<file path="src/hdl/tlc_pkg.sv">
// ============================================================================
// tlc_pkg
// Shared types, register codes and helpers of the traffic light controller.
// ============================================================================
package tlc_pkg;

  localparam int unsigned CountW  = 7;
  localparam int unsigned SwapW   = 4;
  localparam int unsigned DigitW  = 4;
  localparam int unsigned PaddrW  = 4;
  localparam int unsigned PdataW  = 32;
  localparam int unsigned MaxCount = 99;

  // Register index, taken from paddr[3:2].
  typedef enum logic [1:0] {
    REG_SOUTH_TIME   = 2'd0,
    REG_WEST_TIME    = 2'd1,
    REG_YELLOW_THR   = 2'd2,
    REG_MAN_YELLOW   = 2'd3
  } reg_idx_e;

  // Lamp set, west red in the least significant bit.
  typedef struct packed {
    logic south_red;
    logic south_yellow;
    logic south_green;
    logic west_green;
    logic west_yellow;
    logic west_red;
  } lamps_t;

  localparam lamps_t LampsOff     = '{default: 1'b0};
  localparam lamps_t LampsSouthGo = '{south_green: 1'b1, west_red: 1'b1, default: 1'b0};
  localparam lamps_t LampsSouthYl = '{south_yellow: 1'b1, west_red: 1'b1, default: 1'b0};
  localparam lamps_t LampsWestGo  = '{west_green: 1'b1, south_red: 1'b1, default: 1'b0};
  localparam lamps_t LampsWestYl  = '{west_yellow: 1'b1, south_red: 1'b1, default: 1'b0};

  typedef struct packed {
    logic [CountW-1:0] south_time;
    logic [CountW-1:0] west_time;
    logic [CountW-1:0] yellow_thr;
    logic [SwapW-1:0]  man_yellow;
  } cfg_t;

  // What one tick leaves for the output stage.
  typedef struct packed {
    lamps_t            lamps;
    logic [CountW-1:0] shown;
  } res_t;

  // Phase start count: zero runs as one, anything past 99 as 99.
  function automatic logic [CountW-1:0] load_count(input logic [CountW-1:0] t);
    logic [CountW-1:0] r;
    if (t == '0) begin
      r = CountW'(1);
    end else if (t > CountW'(MaxCount)) begin
      r = CountW'(MaxCount);
    end else begin
      r = t;
    end
    return r;
  endfunction

endpackage

</file>
<file path="src/hdl/tlc_cfg.sv">
// ============================================================================
// tlc_cfg
// APB register file holding the phase times and yellow settings.
// ============================================================================
module tlc_cfg import tlc_pkg::*; (
  input  logic              clk_i,
  input  logic              rst_ni,
  input  logic              psel,
  input  logic              penable,
  input  logic              pwrite,
  input  logic [PaddrW-1:0] paddr,
  input  logic [PdataW-1:0] pwdata,
  output logic [PdataW-1:0] prdata,
  output logic              pready,
  output cfg_t              cfg_o
);

  cfg_t     cfg_q, cfg_d;
  reg_idx_e idx;
  logic     wr_en;

  assign idx    = reg_idx_e'(paddr[3:2]);
  assign wr_en  = psel && penable && pwrite;
  assign pready = 1'b1;
  assign cfg_o  = cfg_q;

  always_comb begin
    cfg_d = cfg_q;
    if (wr_en) begin
      unique case (idx)
        REG_SOUTH_TIME: cfg_d.south_time = pwdata[CountW-1:0];
        REG_WEST_TIME:  cfg_d.west_time  = pwdata[CountW-1:0];
        REG_YELLOW_THR: cfg_d.yellow_thr = pwdata[CountW-1:0];
        REG_MAN_YELLOW: cfg_d.man_yellow = pwdata[SwapW-1:0];
        default:        cfg_d = cfg_q;
      endcase
    end
  end

  always_comb begin
    unique case (idx)
      REG_SOUTH_TIME: prdata = PdataW'(cfg_q.south_time);
      REG_WEST_TIME:  prdata = PdataW'(cfg_q.west_time);
      REG_YELLOW_THR: prdata = PdataW'(cfg_q.yellow_thr);
      REG_MAN_YELLOW: prdata = PdataW'(cfg_q.man_yellow);
      default:        prdata = '0;
    endcase
  end

  always_ff @(posedge clk_i or negedge rst_ni) begin
    if (!rst_ni) begin
      cfg_q.south_time <= CountW'(15);
      cfg_q.west_time  <= CountW'(23);
      cfg_q.yellow_thr <= CountW'(3);
      cfg_q.man_yellow <= SwapW'(3);
    end else begin
      cfg_q <= cfg_d;
    end
  end

endmodule

</file>
<file path="src/hdl/tlc_core.sv">
// ============================================================================
// tlc_core
// Controller state and the one-tick update of phases, swaps and lamps.
// ============================================================================
module tlc_core import tlc_pkg::*; (
  input  logic clk_i,
  input  logic rst_ni,
  input  cfg_t cfg_i,
  input  logic step_i,
  input  logic auto_mode_i,
  input  logic manual_request_n_i,
  input  logic start_n_i,
  output res_t res_o
);

  logic              running_q, running_d;
  logic              auto_active_q, auto_active_d;
  logic              west_phase_q, west_phase_d;
  logic              swap_to_west_q, swap_to_west_d;
  logic [CountW-1:0] phase_count_q, phase_count_d;
  logic [CountW-1:0] shown_q, shown_d;
  logic [SwapW-1:0]  swap_timer_q, swap_timer_d;
  lamps_t            lamps_q, lamps_d;
  logic [SwapW-1:0]  swap_len;

  assign swap_len = (cfg_i.man_yellow == '0) ? SwapW'(1) : cfg_i.man_yellow;

  always_comb begin
    running_d      = running_q;
    auto_active_d  = auto_active_q;
    west_phase_d   = west_phase_q;
    swap_to_west_d = swap_to_west_q;
    phase_count_d  = phase_count_q;
    shown_d        = shown_q;
    swap_timer_d   = swap_timer_q;
    lamps_d        = lamps_q;
    if (step_i) begin
      running_d = running_q || !start_n_i;
      if (running_d) begin
        if (swap_timer_q != '0) begin
          swap_timer_d = swap_timer_q - SwapW'(1);
          if (swap_timer_d == '0) begin
            lamps_d = swap_to_west_q ? LampsWestGo : LampsSouthGo;
          end
        end else if (auto_mode_i) begin
          if (!auto_active_q) begin
            auto_active_d = 1'b1;
            west_phase_d  = 1'b0;
            phase_count_d = load_count(cfg_i.south_time);
          end else if (phase_count_q <= CountW'(1)) begin
            west_phase_d  = !west_phase_q;
            phase_count_d = load_count(west_phase_d ? cfg_i.west_time : cfg_i.south_time);
          end else begin
            phase_count_d = phase_count_q - CountW'(1);
          end
          if (phase_count_d > cfg_i.yellow_thr) begin
            lamps_d = west_phase_d ? LampsWestGo : LampsSouthGo;
          end else begin
            lamps_d = west_phase_d ? LampsWestYl : LampsSouthYl;
          end
          shown_d = phase_count_d;
        end else begin
          auto_active_d = 1'b0;
          shown_d       = '0;
          if (!manual_request_n_i) begin
            // west has priority if both somehow show
            if (lamps_q.west_green || lamps_q.west_yellow) begin
              lamps_d        = LampsWestYl;
              swap_to_west_d = 1'b0;
              swap_timer_d   = swap_len;
            end else if (lamps_q.south_green || lamps_q.south_yellow) begin
              lamps_d        = LampsSouthYl;
              swap_to_west_d = 1'b1;
              swap_timer_d   = swap_len;
            end
          end
        end
      end
    end
  end

  assign res_o.lamps = lamps_d;
  assign res_o.shown = shown_d;

  always_ff @(posedge clk_i or negedge rst_ni) begin
    if (!rst_ni) begin
      running_q      <= 1'b0;
      auto_active_q  <= 1'b0;
      west_phase_q   <= 1'b0;
      swap_to_west_q <= 1'b0;
      phase_count_q  <= '0;
      shown_q        <= '0;
      swap_timer_q   <= '0;
      lamps_q        <= LampsOff;
    end else begin
      running_q      <= running_d;
      auto_active_q  <= auto_active_d;
      west_phase_q   <= west_phase_d;
      swap_to_west_q <= swap_to_west_d;
      phase_count_q  <= phase_count_d;
      shown_q        <= shown_d;
      swap_timer_q   <= swap_timer_d;
      lamps_q        <= lamps_d;
    end
  end

  a_no_double_green: assert property (@(posedge clk_i) disable iff (!rst_ni)
    !(lamps_q.west_green && lamps_q.south_green))
    else $error("both directions green");

  a_running_sticks: assert property (@(posedge clk_i) disable iff (!rst_ni)
    running_q |=> running_q)
    else $error("controller stopped after start");

  a_shown_range: assert property (@(posedge clk_i) disable iff (!rst_ni)
    shown_q <= CountW'(MaxCount))
    else $error("shown count above 99");

  a_dark_until_start: assert property (@(posedge clk_i) disable iff (!rst_ni)
    !running_q |-> (lamps_q == LampsOff && swap_timer_q == '0))
    else $error("activity before start");

  a_swap_shows_yellow: assert property (@(posedge clk_i) disable iff (!rst_ni)
    (swap_timer_q != '0) |-> (lamps_q.west_yellow || lamps_q.south_yellow))
    else $error("swap pending without yellow lamp");

endmodule

</file>
<file path="src/hdl/tlc_out.sv">
// ============================================================================
// tlc_out
// Result register: lamp outputs and BCD split of the shown count.
// ============================================================================
module tlc_out import tlc_pkg::*; (
  input  logic              clk_i,
  input  logic              rst_ni,
  input  logic              load_i,
  input  res_t              res_i,
  input  logic              out_ready_i,
  output logic              out_valid_o,
  output lamps_t            lamps_o,
  output logic [DigitW-1:0] tens_o,
  output logic [DigitW-1:0] ones_o
);

  logic              valid_q, valid_d;
  lamps_t            lamps_q;
  logic [DigitW-1:0] tens_q, ones_q;
  logic [DigitW-1:0] tens_d, ones_d;
  logic [14:0]       prod;
  logic [CountW-1:0] rem;

  // x*205 >> 11 is x/10 for every 7-bit x (0..127)
  assign prod   = 15'(res_i.shown) * 15'd205;
  assign tens_d = prod[14:11];
  assign rem    = res_i.shown - CountW'(tens_d) * CountW'(10);
  assign ones_d = rem[DigitW-1:0];

  assign valid_d = load_i ? 1'b1 : (out_ready_i ? 1'b0 : valid_q);

  always_ff @(posedge clk_i or negedge rst_ni) begin
    if (!rst_ni) begin
      valid_q <= 1'b0;
    end else begin
      valid_q <= valid_d;
    end
  end

  always_ff @(posedge clk_i) begin
    if (load_i) begin
      lamps_q <= res_i.lamps;
      tens_q  <= tens_d;
      ones_q  <= ones_d;
    end
  end

  assign out_valid_o = valid_q;
  assign lamps_o     = lamps_q;
  assign tens_o      = tens_q;
  assign ones_o      = ones_q;

endmodule

</file>
<file path="src/hdl/two_way_traffic_light_controller.sv">
// ============================================================================
// two_way_traffic_light_controller
// Two-way intersection lights stepped by one input item per tick.
// ============================================================================
// Each input item is one tick (normally one second). The controller stays dark
// with 00 on the display until start_n reads low, then runs for good. In
// automatic mode it counts the south phase down from south_time, then the west
// phase from west_time, showing yellow once the count reaches yellow_threshold;
// in manual mode a low request yellows the moving direction for
// manual_yellow_time ticks and swaps right of way. Rate: one item per clock.
// The whole tick update is a single pass of logic from the state registers to
// the result register, so the result item appears the cycle after its input
// item is taken. The result register is the only buffer: an item is taken
// whenever that register is empty or is being emptied in the same cycle, so a
// stalled output stalls the input. Registers sit on an APB port at byte
// addresses 0, 4, 8 and 12; write them only while the block is idle.
module two_way_traffic_light_controller import tlc_pkg::*; (
  input  logic              clk_i,
  input  logic              rst_ni,
  // configuration
  input  logic              psel,
  input  logic              penable,
  input  logic              pwrite,
  input  logic [PaddrW-1:0] paddr,
  input  logic [PdataW-1:0] pwdata,
  output logic [PdataW-1:0] prdata,
  output logic              pready,
  // tick items in
  input  logic              in_valid_i,
  output logic              in_ready_o,
  input  logic              auto_mode_i,
  input  logic              manual_request_n_i,
  input  logic              start_n_i,
  // result items out
  output logic              out_valid_o,
  input  logic              out_ready_i,
  output logic              west_red_o,
  output logic              west_yellow_o,
  output logic              west_green_o,
  output logic              south_green_o,
  output logic              south_yellow_o,
  output logic              south_red_o,
  output logic [DigitW-1:0] display_tens_o,
  output logic [DigitW-1:0] display_ones_o
);

  cfg_t   cfg;
  res_t   res;
  lamps_t lamps;
  logic   accept;

  // Result register empty, or emptying this cycle.
  assign in_ready_o = !out_valid_o || out_ready_i;
  assign accept     = in_valid_i && in_ready_o;

  tlc_cfg u_cfg (
    .clk_i   (clk_i),
    .rst_ni  (rst_ni),
    .psel    (psel),
    .penable (penable),
    .pwrite  (pwrite),
    .paddr   (paddr),
    .pwdata  (pwdata),
    .prdata  (prdata),
    .pready  (pready),
    .cfg_o   (cfg)
  );

  // State update happens only on an accepted tick.
  tlc_core u_core (
    .clk_i              (clk_i),
    .rst_ni             (rst_ni),
    .cfg_i              (cfg),
    .step_i             (accept),
    .auto_mode_i        (auto_mode_i),
    .manual_request_n_i (manual_request_n_i),
    .start_n_i          (start_n_i),
    .res_o              (res)
  );

  tlc_out u_out (
    .clk_i       (clk_i),
    .rst_ni      (rst_ni),
    .load_i      (accept),
    .res_i       (res),
    .out_ready_i (out_ready_i),
    .out_valid_o (out_valid_o),
    .lamps_o     (lamps),
    .tens_o      (display_tens_o),
    .ones_o      (display_ones_o)
  );

  assign west_red_o     = lamps.west_red;
  assign west_yellow_o  = lamps.west_yellow;
  assign west_green_o   = lamps.west_green;
  assign south_green_o  = lamps.south_green;
  assign south_yellow_o = lamps.south_yellow;
  assign south_red_o    = lamps.south_red;

endmodule

</file>
<file path="config.mk">
export PLATFORM = sky130hd
export DESIGN_NAME = two_way_traffic_light_controller
export DESIGN_NICKNAME = d
export VERILOG_FILES = /design/src/hdl/tlc_pkg.sv /design/src/hdl/tlc_cfg.sv /design/src/hdl/tlc_core.sv /design/src/hdl/tlc_out.sv /design/src/hdl/two_way_traffic_light_controller.sv
export SDC_FILE = /design/constraint.sdc
export NUM_CORES = 1
export LEC_CHECK = 0
export BUFFER_PORTS_ARGS = -buffer_cell sky130_fd_sc_hd__buf_4
export CAP_MARGIN = 30
export CORE_ASPECT_RATIO = 1.1
export CORE_MARGIN = 2
export CORE_UTILIZATION = 40
export DETAILED_ROUTE_END_ITERATION = 10
export MAX_ROUTING_LAYER = met4
export PLACE_DENSITY = 0.72
export SKIP_CTS_REPAIR_TIMING = 1
export SYNTH_ARGS = -nofsm -noshare
export SYNTH_HDL_FRONTEND = slang
export SYNTH_SLANG_ARGS = --single-unit
</file>
<file path="constraint.sdc">
create_clock -name clk_i -period 16.5 [get_ports clk_i]
set_input_delay 3.3 -clock clk_i [delete_from_list [all_inputs] [get_ports clk_i]]
set_output_delay 3.3 -clock clk_i [all_outputs]
set_load 0.02 [all_outputs]
</file>
==> results.json <==
{
  "drt_iter0_drc": 140,
  "cp.arrival_ns": 8.99,
  "synthTopCellsByArea": "dfrtp_1 (22%), ha_1 (12%), edfxtp_1 (9.0%)",
  "timing.rr.end": "u_out.ones_o[3]",
  "synth_edf_count": 14,
  "vias": 3369,
  "clock_path_buffers": 2,
  "fp.dieW_um": 107,
  "wirelength_um": 9550,
  "pin_count": 95,
  "min_path_cells": 1,
  "drc_errors": 0,
  "critical_path.startpoint_type": "input pin",
  "crit_type": "input pin to register",
  "tightest_slew_ns": 1.05,
  "power_density_nw_per_um2": 188,
  "cts_max_level": 3,
  "dieArea_sq_um": 12600,
  "gp_congestion": 0.875,
  "fin_ws_ns": 7.59,
  "dpl.cell_count": 636,
  "dpl-instance-area_sq_um": 5040,
  "synthesis.area_sq_um": 4700,
  "viasPerCell": 5.17,
  "synth_warnings": 0,
  "path_common_cell": "inv_1",
  "maxCapViolCount": 0,
  "p_leak_nw": 2.60,
  "yosys.area.top_type": "dfrtp_1",
  "post_drt_wl_per_cell_um": 14.6,
  "dr.pass1.iters": 4,
  "core_area_sq_um": 11400,
  "worstPathRequired_ns": 16.58,
  "rrSetupSlack_ns": 9.63,
  "period_share_pct": 54.0,
  "postRouteAntennaNets": 0,
  "antenna_found_initial": 0,
  "start_util_pct": 41.1,
  "min_to": "u_core.running_q",
  "dp_slack_ns": 7.19,
  "grt_use_total_pct": 17.0,
  "final_area_sq_um": 5330,
  "r2r-start": "u_core.phase_count_q[1]",
  "worstRegToRegCells": 28,
  "die_y_um": 118,
  "max_stage_delay_ns": 0.53,
  "setup_viol": 0,
  "antenna_cells": 0,
  "total_power_mw": 1.00,
  "synth_top_area_share_pct": 22.4,
  "status": "complete, no violations",
  "ys_seq_elements": 68,
  "finalNonFillerCells": 652,
  "synthCells": 455,
  "hold_path_class": "register to register",
  "rsz0062_at_grt": "false",
  "critPathSlowestCell": "fa_1",
  "synth_cell_types": 66,
  "cts_root_buf": "clkbuf_16",
  "rows": 41,
  "clk_latency_ns": 0.33,
  "cts.sinks": 68,
  "worst_hold_startpoint": "u_core.running_q",
  "overflow": 0,
  "tns_ns": 0,
  "synthArstFlopShare_pct": 79.4,
  "worst-path-max-fanout": 17,
  "slew_headroom_pct": 29.7,
  "avgSynthCellArea_sq_um": 10.3,
  "grt_pass1_wl_um": 16500,
  "cts_tree": "yes",
  "port_buffers": 41,
  "cts-buffers-inserted": 9,
  "drive_above_1_share_pct": 23.1,
  "endpoint_kind": "register",
  "grt_max_degree": 55,
  "path_clk_slew_ns": 0.05,
  "hold_violations": 0,
  "slew_violations": 0,
  "fillCellCount": 1067,
  "finalNetCount": 597,
  "synth-seq-area-share_pct": 38.0,
  "grt_pass1_vias": 3490,
  "syn_to_final_growth_pct": 13.5,
  "synth-main-ff-cell": "dfrtp_1",
  "vdd_drop_max_v": 0.0000960,
  "period_minus_slack_ns": 8.91,
  "dp_hpwl_um": 7410,
  "finalClockSkew_ns": 0.00503,
  "fmax_mhz": 112
}
==> worst max-delay path by stage <==
stage	startpoint	end	depth (start not counted)
after floorplan	out_ready_i	u_out.ones_o[3]	25
after global placement	out_ready_i	u_out.ones_o[3]	26
after detailed placement	out_ready_i	u_out.ones_o[3]	26
after CTS	out_ready_i	u_out.ones_o[3]	26
after global routing	out_ready_i	u_out.ones_o[3]	26
final	out_ready_i	u_out.ones_o[3]	26
==> cells in the mapped netlist (7+ instances only) <==
library cell	n
nor2_1	26
ha_1	45
o21ai_0	26
a21o_1	14
inv_1	42
edfxtp_1	14
dfstp_2	12
nand3_1	7
a21oi_1	15
dfrtp_1	42
fa_1	9
nor3_1	7
nand2_1	36
mux2_2	24
buf_4	26
nor2b_1	8
==> state kept, by name (all words and copies together), names as in the netlist, 4 cells and up <==
register	cells
u_core.phase_count_q	7
u_out.ones_o	4
u_cfg.cfg_o	25
u_out.tens_o	4
u_core.shown_q	7
u_core.swap_timer_q	4
u_core.lamps_q	6
u_out.lamps_o	6
==> cells in the final DEF (no fill, tap or decap), types with 3 or more instances in the layout <==
cell,instances
nand2_1,36
nor2b_1,8
nor3_1,7
ha_1,45
o22ai_1,4
o21a_1,6
conb_1,26
nor2_1,26
o21bai_1,5
nand4_1,5
mux2_2,24
inv_1,42
or2_2,3
o21ai_0,26
clkinv_2,4
fa_1,9
nand3_1,7
edfxtp_1,14
xnor2_1,6
dfrtp_1,42
a21o_1,14
a211oi_1,3
mux4_2,4
xor2_1,4
mux2i_1,4
a21oi_1,15
nand2b_1,3
buf_4,42
dfstp_2,12
clkbuf_16,9
==> kinds of logic (layout without fill, tap and decap cells) <==
group                    count (synthesis)  count (layout)  share of synthesized area (%)
AO/OA/AOI/OAI                           97              97                           13.9
multiplexers                            33              33                           8.84
AND/OR/NAND/NOR                        111             111                           11.8
flip-flops                              68              68                           38.0
other                                    2              26                          0.160
XOR/XNOR                                12              12                           2.69
buffers and inverters                   78             101                           8.76
adder cells (fa/ha/maj)                 54              54                           15.8
==> report_power, final <==
part / total, mW / internal, mW / switching (mW)
Clock: 0.187 / 0.116 / 0.0706
Combinational: 0.525 / 0.236 / 0.288
Sequential: 0.293 / 0.241 / 0.0524
==> layer usage <==
metal	part of all wire (%)	global-route usage (%)
met1	42	19.4
met2	51	28.7
met3	4.0	3.77
met4	2.3	6.98
met5	0	-
==> worst max-delay path, delay by kind of cell <==
family | cells | cell delay [ns]
AO/OA/AOI/OAI | 6 | 1.10
buffers and inverters | 6 | 0.36
adder cells (fa/ha/maj) | 7 | 2.51
XOR/XNOR | 3 | 0.65
AND/OR/NAND/NOR | 4 | 1.05
==> area by class of cell <==
| type | instances | area, sq um | share of cell area [%] |
|---|---|---|---|
| Timing Repair Buffer | 42 | 315 | 5.91 |
| Sequential cell | 68 | 1790 | 33.5 |
| Inverter | 43 | 161 | 3.03 |
| Multi-Input combinational cell | 333 | 2590 | 48.6 |
| Clock buffer | 9 | 225 | 4.22 |
| Clock inverter | 7 | 66.3 | 1.24 |
| Tap cell | 150 | 188 | 3.52 |
==> metrics by stage <==
step | util, % | hold slack, ns
after global routing | 46.6 | 0.504
after detailed placement | 44.1 | 0.453
after CTS | 46.6 | 0.470
after floorplan | - | 0.434
final | 46.6 | 0.466
after global placement | 44.1 | 0.449
Note: power is estimated with default switching activity, not from simulation.
